### config.mk
export PLATFORM = sky130hd
export DESIGN_NAME = calendar_date_adder
export DESIGN_NICKNAME = d
export VERILOG_FILES = /design/src/hw/rtl/cda_pkg.sv /design/src/hw/rtl/calendar_date_adder.sv /design/src/hw/rtl/cda_dpath.sv /design/src/hw/rtl/cda_ctrl.sv
export VERILOG_INCLUDE_DIRS = /design/src /design/src/hw/rtl
export SDC_FILE = /design/constraint.sdc
export NUM_CORES = 1
export LEC_CHECK = 0
export BUFFER_PORTS_ARGS = -buffer_cell sky130_fd_sc_hd__buf_2
export CORE_MARGIN = 2
export CORE_UTILIZATION = 35
export DETAILED_ROUTE_END_ITERATION = 8
export HOLD_SLACK_MARGIN = 0.08
export PLACE_DENSITY = 0.48
export SLEW_MARGIN = 20
export SYNTH_ARGS = -nofsm -noshare
export SYNTH_HDL_FRONTEND = slang
export SYNTH_SLANG_ARGS = --single-unit
### constraint.sdc
create_clock -name i_clk -period 15.5 [get_ports i_clk]
set_clock_uncertainty 0.2 [all_clocks]
set_input_delay 1.55 -clock i_clk [delete_from_list [all_inputs] [get_ports i_clk]]
set_output_delay 1.55 -clock i_clk [all_outputs]
set_load 0.1 [all_outputs]
### src/hw/rtl/calendar_date_adder_assert.svh
// ----------------------------------------------------------------------------
// calendar_date_adder_assert
// Assertion macros for the date adder. Both sample on i_clk and are
// disabled while i_rst_n is low.
// ----------------------------------------------------------------------------
`ifndef CALENDAR_DATE_ADDER_ASSERT_SVH
`define CALENDAR_DATE_ADDER_ASSERT_SVH

// Same-cycle implication.
`define CDA_ASSERT_NOW(lbl, ante, cons, msg) \
    lbl: assert property (@(posedge i_clk) disable iff (!i_rst_n) (ante) |-> (cons)) \
        else $error(msg);

// Next-cycle implication.
`define CDA_ASSERT_NEXT(lbl, ante, cons, msg) \
    lbl: assert property (@(posedge i_clk) disable iff (!i_rst_n) (ante) |=> (cons)) \
        else $error(msg);

`endif

### src/hw/rtl/cda_pkg.sv
// ----------------------------------------------------------------------------
// cda_pkg
// Shared constants, controller/datapath link types and calendar helpers.
// ----------------------------------------------------------------------------
package cda_pkg;

    localparam logic [2:0] OP_DAYS     = 3'd0;
    localparam logic [2:0] OP_WEEKS    = 3'd1;
    localparam logic [2:0] OP_MONTHS   = 3'd2;
    localparam logic [2:0] OP_YR_STEP  = 3'd3;
    localparam logic [2:0] OP_YR_DIR   = 3'd4;
    localparam logic [2:0] OP_DEC_STEP = 3'd5;
    localparam logic [2:0] OP_DEC_DIR  = 3'd6;
    localparam logic [2:0] OP_UNUSED   = 3'd7;

    localparam logic [13:0] YEAR_MAX     = 14'd9999;
    localparam logic [3:0]  MONTH_FEB    = 4'd2;
    localparam logic [3:0]  MONTH_DEC    = 4'd12;
    localparam logic [4:0]  DAY_FEB_LEAP = 5'd29;
    localparam logic [4:0]  DAY_FEB      = 5'd28;

    // floor(y / 100) == (y * DIV100_MUL) >> DIV100_SHIFT for y < 43690
    localparam logic [12:0] DIV100_MUL   = 13'd5243;
    localparam int          DIV100_SHIFT = 19;

    localparam logic [4:0] MONTH_LEN [12] = '{
        5'd31, 5'd28, 5'd31, 5'd30, 5'd31, 5'd30,
        5'd31, 5'd31, 5'd30, 5'd31, 5'd30, 5'd31
    };

    typedef struct packed {
        logic load;
        logic fail;
        logic step;
        logic publish;
    } t_dp_cmd;

    typedef struct packed {
        logic chk_bad;
        logic fin;
    } t_dp_sts;

    function automatic logic is_leap(input logic [13:0] y);
        logic [26:0] prod;
        logic [7:0]  q;
        logic [13:0] hund;
        begin
            prod = 27'(y) * 27'(DIV100_MUL);
            q    = prod[DIV100_SHIFT +: 8];
            hund = 14'(14'(q) * 14'd100);
            if (hund == y) begin
                is_leap = (q[1:0] == 2'd0);
            end else begin
                is_leap = (y[1:0] == 2'd0);
            end
        end
    endfunction

    function automatic logic [4:0] month_days(input logic [13:0] y, input logic [3:0] m);
        logic [3:0] idx;
        begin
            idx = m - 4'd1;
            if (!(m inside {[4'd1:4'd12]})) begin
                month_days = 5'd0;
            end else if (m == MONTH_FEB) begin
                month_days = is_leap(y) ? DAY_FEB_LEAP : DAY_FEB;
            end else begin
                month_days = MONTH_LEN[idx];
            end
        end
    endfunction

endpackage

### src/hw/rtl/calendar_date_adder.sv
// ----------------------------------------------------------------------------
// calendar_date_adder
// Moves a Gregorian date forward by days, weeks, months, years or decades.
// ----------------------------------------------------------------------------
//  channel  direction  handshake                 payload
//  input    in         i_in_valid / o_in_stall   i_opcode i_amount i_day_in
//                                                i_month_in i_year_in
//  output   out        o_out_valid / i_out_stall o_day_out o_month_out
//                                                o_year_out o_error_flag
//
// One item at a time: accept, check, the step cycles, then hand-off. Steps:
// one per month crossed plus one, one fewer on year overflow (days, weeks);
// one per unit, at least one (months; stepwise years/decades, ending at year
// overflow); one (direct). Worst case is months with amount 65535; invalid
// dates skip the step loop. The next item is accepted while a result waits
// on a stall. Reset is synchronous, active low, clears only control state.
// ----------------------------------------------------------------------------
module calendar_date_adder (
    input  logic        i_clk,
    input  logic        i_rst_n,
    input  logic        i_in_valid,
    output logic        o_in_stall,
    input  logic [2:0]  i_opcode,
    input  logic [15:0] i_amount,
    input  logic [4:0]  i_day_in,
    input  logic [3:0]  i_month_in,
    input  logic [13:0] i_year_in,
    output logic        o_out_valid,
    input  logic        i_out_stall,
    output logic [4:0]  o_day_out,
    output logic [3:0]  o_month_out,
    output logic [13:0] o_year_out,
    output logic        o_error_flag
);

    cda_pkg::t_dp_cmd cmd;
    cda_pkg::t_dp_sts sts;

    cda_ctrl u_ctrl (
        .i_clk       (i_clk),
        .i_rst_n     (i_rst_n),
        .i_in_valid  (i_in_valid),
        .o_in_stall  (o_in_stall),
        .o_out_valid (o_out_valid),
        .i_out_stall (i_out_stall),
        .i_sts       (sts),
        .o_cmd       (cmd)
    );

    cda_dpath u_dpath (
        .i_clk        (i_clk),
        .i_cmd        (cmd),
        .o_sts        (sts),
        .i_opcode     (i_opcode),
        .i_amount     (i_amount),
        .i_day_in     (i_day_in),
        .i_month_in   (i_month_in),
        .i_year_in    (i_year_in),
        .o_day_out    (o_day_out),
        .o_month_out  (o_month_out),
        .o_year_out   (o_year_out),
        .o_error_flag (o_error_flag)
    );

endmodule

### src/hw/rtl/cda_dpath.sv
// ----------------------------------------------------------------------------
// cda_dpath
// Date registers, one step of day/month/year advance per command, result regs.
// ----------------------------------------------------------------------------
module cda_dpath (
    input  logic             i_clk,
    input  cda_pkg::t_dp_cmd i_cmd,
    output cda_pkg::t_dp_sts o_sts,
    input  logic [2:0]       i_opcode,
    input  logic [15:0]      i_amount,
    input  logic [4:0]       i_day_in,
    input  logic [3:0]       i_month_in,
    input  logic [13:0]      i_year_in,
    output logic [4:0]       o_day_out,
    output logic [3:0]       o_month_out,
    output logic [13:0]      o_year_out,
    output logic             o_error_flag
);

    logic [2:0]  r_op;
    logic [19:0] r_n;
    logic [4:0]  r_d, r_d0;
    logic [3:0]  r_m, r_m0;
    logic [13:0] r_y, r_y0;
    logic        r_err;
    logic [4:0]  r_do;
    logic [3:0]  r_mo;
    logic [13:0] r_yo;
    logic        r_eo;

    logic [19:0] c_n_load;
    logic [4:0]  c_dim;
    logic [4:0]  c_left;
    logic [3:0]  c_nm;
    logic [4:0]  c_nm_len;
    logic        c_dec;
    logic [13:0] c_yinc;
    logic [13:0] c_ys;
    logic [20:0] c_yd;
    logic        c_feb29;
    logic [4:0]  n_d;
    logic [3:0]  n_m;
    logic [13:0] n_y;
    logic [19:0] n_n;
    logic        s_fin;
    logic        s_ovf;

    always_comb begin
        case (i_opcode)
            cda_pkg::OP_WEEKS:   c_n_load = (20'(i_amount) << 3) - 20'(i_amount);
            cda_pkg::OP_DEC_DIR: c_n_load = (20'(i_amount) << 3) + (20'(i_amount) << 1);
            default:             c_n_load = 20'(i_amount);
        endcase
    end

    assign c_dim    = cda_pkg::month_days(r_y, r_m);
    assign c_left   = c_dim - r_d;
    assign c_dec    = (r_m == cda_pkg::MONTH_DEC);
    assign c_nm     = c_dec ? 4'd1 : r_m + 4'd1;
    assign c_nm_len = cda_pkg::month_days(r_y, c_nm);
    assign c_yinc   = r_y + 14'd1;
    assign c_ys     = r_y + ((r_op == cda_pkg::OP_DEC_STEP) ? 14'd10 : 14'd1);
    assign c_yd     = 21'(r_y) + 21'(r_n);
    assign c_feb29  = (r_m == cda_pkg::MONTH_FEB) && (r_d == cda_pkg::DAY_FEB_LEAP);

    assign o_sts.chk_bad = !(r_m inside {[4'd1:4'd12]}) || (r_y == 14'd0)
                           || (r_y > cda_pkg::YEAR_MAX) || (r_d == 5'd0) || (r_d > c_dim)
                           || (r_op == cda_pkg::OP_UNUSED);
    assign o_sts.fin = s_fin;

    always_comb begin
        n_d   = r_d;
        n_m   = r_m;
        n_y   = r_y;
        n_n   = r_n;
        s_fin = 1'b0;
        s_ovf = 1'b0;
        case (r_op)
            cda_pkg::OP_DAYS, cda_pkg::OP_WEEKS: begin
                if (r_n <= 20'(c_left)) begin
                    n_d   = r_d + 5'(r_n);
                    s_fin = 1'b1;
                end else begin
                    n_n = r_n - 20'(c_left) - 20'd1;
                    n_d = 5'd1;
                    n_m = c_nm;
                    if (c_dec) begin
                        n_y = c_yinc;
                        if (c_yinc > cda_pkg::YEAR_MAX) begin
                            s_ovf = 1'b1;
                            s_fin = 1'b1;
                        end
                    end
                end
            end
            cda_pkg::OP_MONTHS: begin
                if (r_n == 20'd0) begin
                    s_fin = 1'b1;
                end else begin
                    n_n = r_n - 20'd1;
                    n_m = c_nm;
                    if (c_dec) begin
                        n_y = c_yinc;
                        s_ovf = (c_yinc > cda_pkg::YEAR_MAX);
                    end
                    if (r_d > c_nm_len) begin
                        n_d = c_nm_len;
                    end
                    s_fin = (r_n == 20'd1) || s_ovf;
                end
            end
            cda_pkg::OP_YR_STEP, cda_pkg::OP_DEC_STEP: begin
                if (r_n == 20'd0) begin
                    s_fin = 1'b1;
                end else begin
                    n_n = r_n - 20'd1;
                    n_y = c_ys;
                    if (c_ys > cda_pkg::YEAR_MAX) begin
                        s_ovf = 1'b1;
                    end else if (c_feb29 && !cda_pkg::is_leap(c_ys)) begin
                        n_d = cda_pkg::DAY_FEB;
                    end
                    s_fin = (r_n == 20'd1) || s_ovf;
                end
            end
            cda_pkg::OP_YR_DIR, cda_pkg::OP_DEC_DIR: begin
                s_fin = 1'b1;
                if (c_yd > 21'(cda_pkg::YEAR_MAX)) begin
                    s_ovf = 1'b1;
                end else begin
                    n_y = c_yd[13:0];
                    if (c_feb29 && !cda_pkg::is_leap(c_yd[13:0])) begin
                        n_d = cda_pkg::DAY_FEB;
                    end
                end
            end
            default: begin
                s_fin = 1'b1;
                s_ovf = 1'b1;
            end
        endcase
    end

    always_ff @(posedge i_clk) begin
        if (i_cmd.load) begin
            r_op  <= i_opcode;
            r_n   <= c_n_load;
            r_d   <= i_day_in;
            r_m   <= i_month_in;
            r_y   <= i_year_in;
            r_d0  <= i_day_in;
            r_m0  <= i_month_in;
            r_y0  <= i_year_in;
            r_err <= 1'b0;
        end else if (i_cmd.fail) begin
            r_err <= 1'b1;
        end else if (i_cmd.step) begin
            r_d <= n_d;
            r_m <= n_m;
            r_y <= n_y;
            r_n <= n_n;
            if (s_ovf) begin
                r_err <= 1'b1;
            end
        end
        if (i_cmd.publish) begin
            r_do <= r_err ? r_d0 : r_d;
            r_mo <= r_err ? r_m0 : r_m;
            r_yo <= r_err ? r_y0 : r_y;
            r_eo <= r_err;
        end
    end

    assign o_day_out    = r_do;
    assign o_month_out  = r_mo;
    assign o_year_out   = r_yo;
    assign o_error_flag = r_eo;

endmodule

### src/hw/rtl/cda_ctrl.sv
// ----------------------------------------------------------------------------
// cda_ctrl
// Sequencer: accept, validity check, step loop, hand-off to the output reg.
// ----------------------------------------------------------------------------
`include "calendar_date_adder_assert.svh"

module cda_ctrl (
    input  logic             i_clk,
    input  logic             i_rst_n,
    input  logic             i_in_valid,
    output logic             o_in_stall,
    output logic             o_out_valid,
    input  logic             i_out_stall,
    input  cda_pkg::t_dp_sts i_sts,
    output cda_pkg::t_dp_cmd o_cmd
);

    localparam logic [1:0] S_IDLE  = 2'd0;
    localparam logic [1:0] S_CHECK = 2'd1;
    localparam logic [1:0] S_RUN   = 2'd2;
    localparam logic [1:0] S_HOLD  = 2'd3;

    logic [1:0] r_state, n_state;
    logic       r_out_valid, n_out_valid;
    logic       c_out_free;

    assign c_out_free = !r_out_valid || !i_out_stall;

    always_comb begin
        n_state = r_state;
        o_cmd   = '0;
        case (r_state)
            S_IDLE: begin
                if (i_in_valid) begin
                    o_cmd.load = 1'b1;
                    n_state    = S_CHECK;
                end
            end
            S_CHECK: begin
                if (i_sts.chk_bad) begin
                    o_cmd.fail = 1'b1;
                    n_state    = S_HOLD;
                end else begin
                    n_state = S_RUN;
                end
            end
            S_RUN: begin
                o_cmd.step = 1'b1;
                if (i_sts.fin) begin
                    n_state = S_HOLD;
                end
            end
            S_HOLD: begin
                if (c_out_free) begin
                    o_cmd.publish = 1'b1;
                    n_state       = S_IDLE;
                end
            end
            default: n_state = S_IDLE;
        endcase
    end

    always_comb begin
        if (o_cmd.publish) begin
            n_out_valid = 1'b1;
        end else if (!i_out_stall) begin
            n_out_valid = 1'b0;
        end else begin
            n_out_valid = r_out_valid;
        end
    end

    always_ff @(posedge i_clk) begin
        if (!i_rst_n) begin
            r_state     <= S_IDLE;
            r_out_valid <= 1'b0;
        end else begin
            r_state     <= n_state;
            r_out_valid <= n_out_valid;
        end
    end

    assign o_in_stall  = (r_state != S_IDLE);
    assign o_out_valid = r_out_valid;

    `CDA_ASSERT_NEXT(a_accept_to_check, i_in_valid && !o_in_stall, r_state == S_CHECK,
        "accepted item did not enter check")
    `CDA_ASSERT_NOW(a_publish_free, o_cmd.publish, !r_out_valid || !i_out_stall,
        "result published over a pending item")
    `CDA_ASSERT_NEXT(a_bad_to_hold, r_state == S_CHECK && i_sts.chk_bad, r_state == S_HOLD,
        "invalid item did not go straight to hold")
    `CDA_ASSERT_NEXT(a_fin_to_hold, r_state == S_RUN && i_sts.fin, r_state == S_HOLD,
        "finished step loop did not go to hold")

endmodule

==> results.py <==
metrics = {
    "outcome": {
        "outcome": "complete, no violations",
    },
    "logic_synthesis": {
        "synthesis.nets": 3088,
        "yosysTopAreaCell": "ha_1",
        "syn_avg_cell_area_sq_um": 9.29,
        "post_synth_num_cell_types": 93,
        "synth_top_cell_area_share_pct": 27.8,
        "yosys_warnings": 0,
        "synthesis.area_sq_mm": 0.0219,
        "synth_top_cells_by_area": "ha_1 (28%), fa_1 (19%), edfxtp_1 (13%)",
        "syn-instance-count": 2352,
        "ys_dominant_reg_cell": "edfxtp_1",
        "yosys_register_bits": 97,
        "synth_edf_count": 93,
        "seq_area_frac_synth_pct": 13.1,
        "async_flop_share_pct": 0,
    },
    "clocking": {
        "postCtsResizedCells": 0,
        "hold_buffers": 0,
        "cts.sinks": 97,
        "cts_max_level": 3,
        "clk_pin_slew_ns": 0.07,
        "cts_setup_buffers": 0,
        "tritoncts": "done",
        "clock_path_buffers": 2,
        "cts_root_buffer": "clkbuf_16",
        "cts_buffers": 9,
        "clkLatencyLatePin_ns": 0.36,
    },
    "cells_and_area": {
        "multiInputGateArea_sq_mm": 0.0173,
        "n_antenna_cell": 0,
        "stdcell_count": 3247,
        "drive_gt1_share_pct": 6.27,
        "area_delta_synth_final_pct": 7.56,
        "final_nets": 3142,
        "register_area_sq_mm": 0.00287,
        "nFillCells": 6258,
        "fin_util_pct": 38.1,
    },
    "sta": {
        "relSlewSlack_pct": 28.4,
        "drv_slew": 0,
        "rsz0062_at_grt": "false",
        "tns_ns": 0,
        "max_slew.worst_pin.slew_ns": 1.07,
        "period_needed_ns": 13.38,
        "finalCritPeriodShare_pct": 86.3,
        "setup_viol": 0,
        "hold_slack_ns": 0.283,
        "max_freq_mhz": 74.7,
        "finalHoldViolations": 0,
    },
    "global_route": {
        "grt_max_degree": 63,
        "groute.usage.overall_pct": 19.0,
        "grt_pass1_vias": 17400,
        "grt_pass1_wl_um": 96000,
        "grt_overflow": 0,
        "antenna_found_initial": 0,
    },
    "routing": {
        "dr_total_vias": 16700,
        "drtIter0Drc": 1114,
        "drt-pass1-iter-count": 6,
        "via_per_inst": 5.13,
        "post_drt_wl_per_cell_um": 18.4,
        "detail-route-antenna-nets": 0,
        "drc": 0,
        "totalWireLength_um": 59700,
    },
    "die": {
        "die-area_sq_mm": 0.0644,
        "core_area_sq_mm": 0.0617,
        "dieWidth_um": 254,
        "fp.dieH_um": 254,
        "fp-row-count": 91,
        "io_pins": 72,
        "start_util_pct": 35.4,
    },
    "job": {
        "maxCapViolCount": 0,
    },
    "critical_path": {
        "startpoint_type": "flip-flop",
        "critPathSlowestCell": "edfxtp_1",
        "arrival_ns": 13.17,
        "max_stage_delay_ns": 0.85,
        "path_class": "flip-flop to flip-flop",
        "worst-path-buf-inv": 7,
        "end_kind": "flip-flop",
        "cp_top_family": "adder cells",
        "worstPathRequired_ns": 15.28,
        "critPathMaxFanout": 20,
    },
    "place": {
        "dpl.hpwl_um": 50400,
        "placed_cells": 3232,
        "port_buffers": 71,
        "gp_congestion": 0.881,
    },
    "hold_path": {
        "hold_class": "flip-flop to flip-flop",
    },
}
[state kept, by name, indices dropped and copies added, names as in the netlist, 2 cells and up]
name                 count
u_dpath.r_m              4
u_dpath.r_d              5
u_dpath.o_year_out      14
u_dpath.o_day_out        5
u_dpath.r_y             14
u_dpath.r_d0             5
u_dpath.r_y0            14
u_dpath.o_month_out      4
u_dpath.r_n             20
u_ctrl.r_state           2
u_dpath.r_op             3
u_dpath.r_m0             4
[kinds of logic (layout without fill, tap and decap cells)]
kind of cell             count (synthesis)  after routing  synth area share, %
buffers and inverters                  451            509                 7.83
AO/OA/AOI/OAI                          448            448                 13.9
multiplexers                            13             13                0.618
XOR/XNOR                               165            165                 6.95
flip-flops                              97             97                 13.1
AND/OR/NAND/NOR                        488            488                 11.1
adder cells (fa/ha/maj)                690            690                 46.5
[metrics by stage]
| stage | cell area (sq um) | setup slack [ns] |
|---|---|---|
| 2_1_floorplan | 21900 | 4.07 |
| 3_3_place_gp | 23200 | 2.31 |
| 3_5_place_dp | 23200 | 2.16 |
| 4_1_cts | 23500 | 2.11 |
| 5_1_grt | 23500 | 1.24 |
| 6_report | 23500 | 2.12 |
[cell usage in the layout, fill, tap and decap left out, drive strengths merged, types with 20 or more instances in the layout]
master | netlist | final
ha | 486 | 486
inv | 395 | 396
fa | 204 | 204
nor2 | 121 | 121
nand2 | 120 | 120
a21oi | 108 | 108
xnor2 | 106 | 106
o21ai | 105 | 105
buf | 13 | 99
edfxtp | 93 | 93
xor2 | 54 | 54
nand3 | 53 | 53
nor3 | 40 | 40
a21o | 33 | 33
o21a | 22 | 22
nand2b | 21 | 21
a31oi | 21 | 21
o211ai | 20 | 20
[path summary, 6_finish.rpt]
kind	startpoint	to	slack [ns]	depth (start not counted)
max	u_dpath.r_y[5]$_DFFE_PP_	u_dpath.r_n[2]$_DFFE_PP_	2.12	44
min	u_dpath.r_err$_SDFFE_PP0P_	u_dpath.r_err$_SDFFE_PP0P_	0.28	1
max reg2reg	u_dpath.r_y[5]$_DFFE_PP_	u_dpath.r_n[2]$_DFFE_PP_	2.12	44
min reg2reg	u_dpath.r_err$_SDFFE_PP0P_	u_dpath.r_err$_SDFFE_PP0P_	0.28	1
[layer usage]
| metal | GRT usage (%) | up-vias | part of all wire, % |
|---|---|---|---|
| met4 | 3.66 | 0 | 1.7 |
| met1 | 26.2 | 8076 | 47 |
| met3 | 2.06 | 51 | 3.5 |
| met5 | 0 | - | 0 |
| met2 | 32.1 | 285 | 48 |
| li1 | - | 8248 | - |
[cells in the mapped netlist, types with 8 or more instances]
library cell,instances
ha_1,486
inv_1,394
fa_1,204
nor2_1,121
nand2_1,120
xnor2_1,106
a21oi_1,105
o21ai_0,100
edfxtp_1,93
xor2_1,54
nand3_1,53
clkbuf_1,42
nor3_1,39
a21o_1,33
o21a_1,22
nand2b_1,21
a31oi_1,19
and2_1,19
nand4_1,19
o211ai_1,19
and3_1,18
a211oi_1,17
nor4_1,14
o21bai_1,14
a221oi_1,13
nor2b_1,11
buf_1,9
mux2i_1,9
a2111oi_0,8
a22oi_1,8
o2111ai_1,8
or2_2,8
or3_1,8
[area by class of cell]
cell class | count | share of cell area (%)
clock buffer | 9 | 0.958
clock inverter | 6 | 0.144
inverter | 395 | 6.31
multi-input combinational | 1804 | 73.5
sequential | 97 | 12.2
tap | 837 | 4.46
timing repair buffer | 99 | 2.41
Power is left out: the tool's default activity adds up to more than one toggle a clock period on the data nets, which glitch-free logic cannot reach.
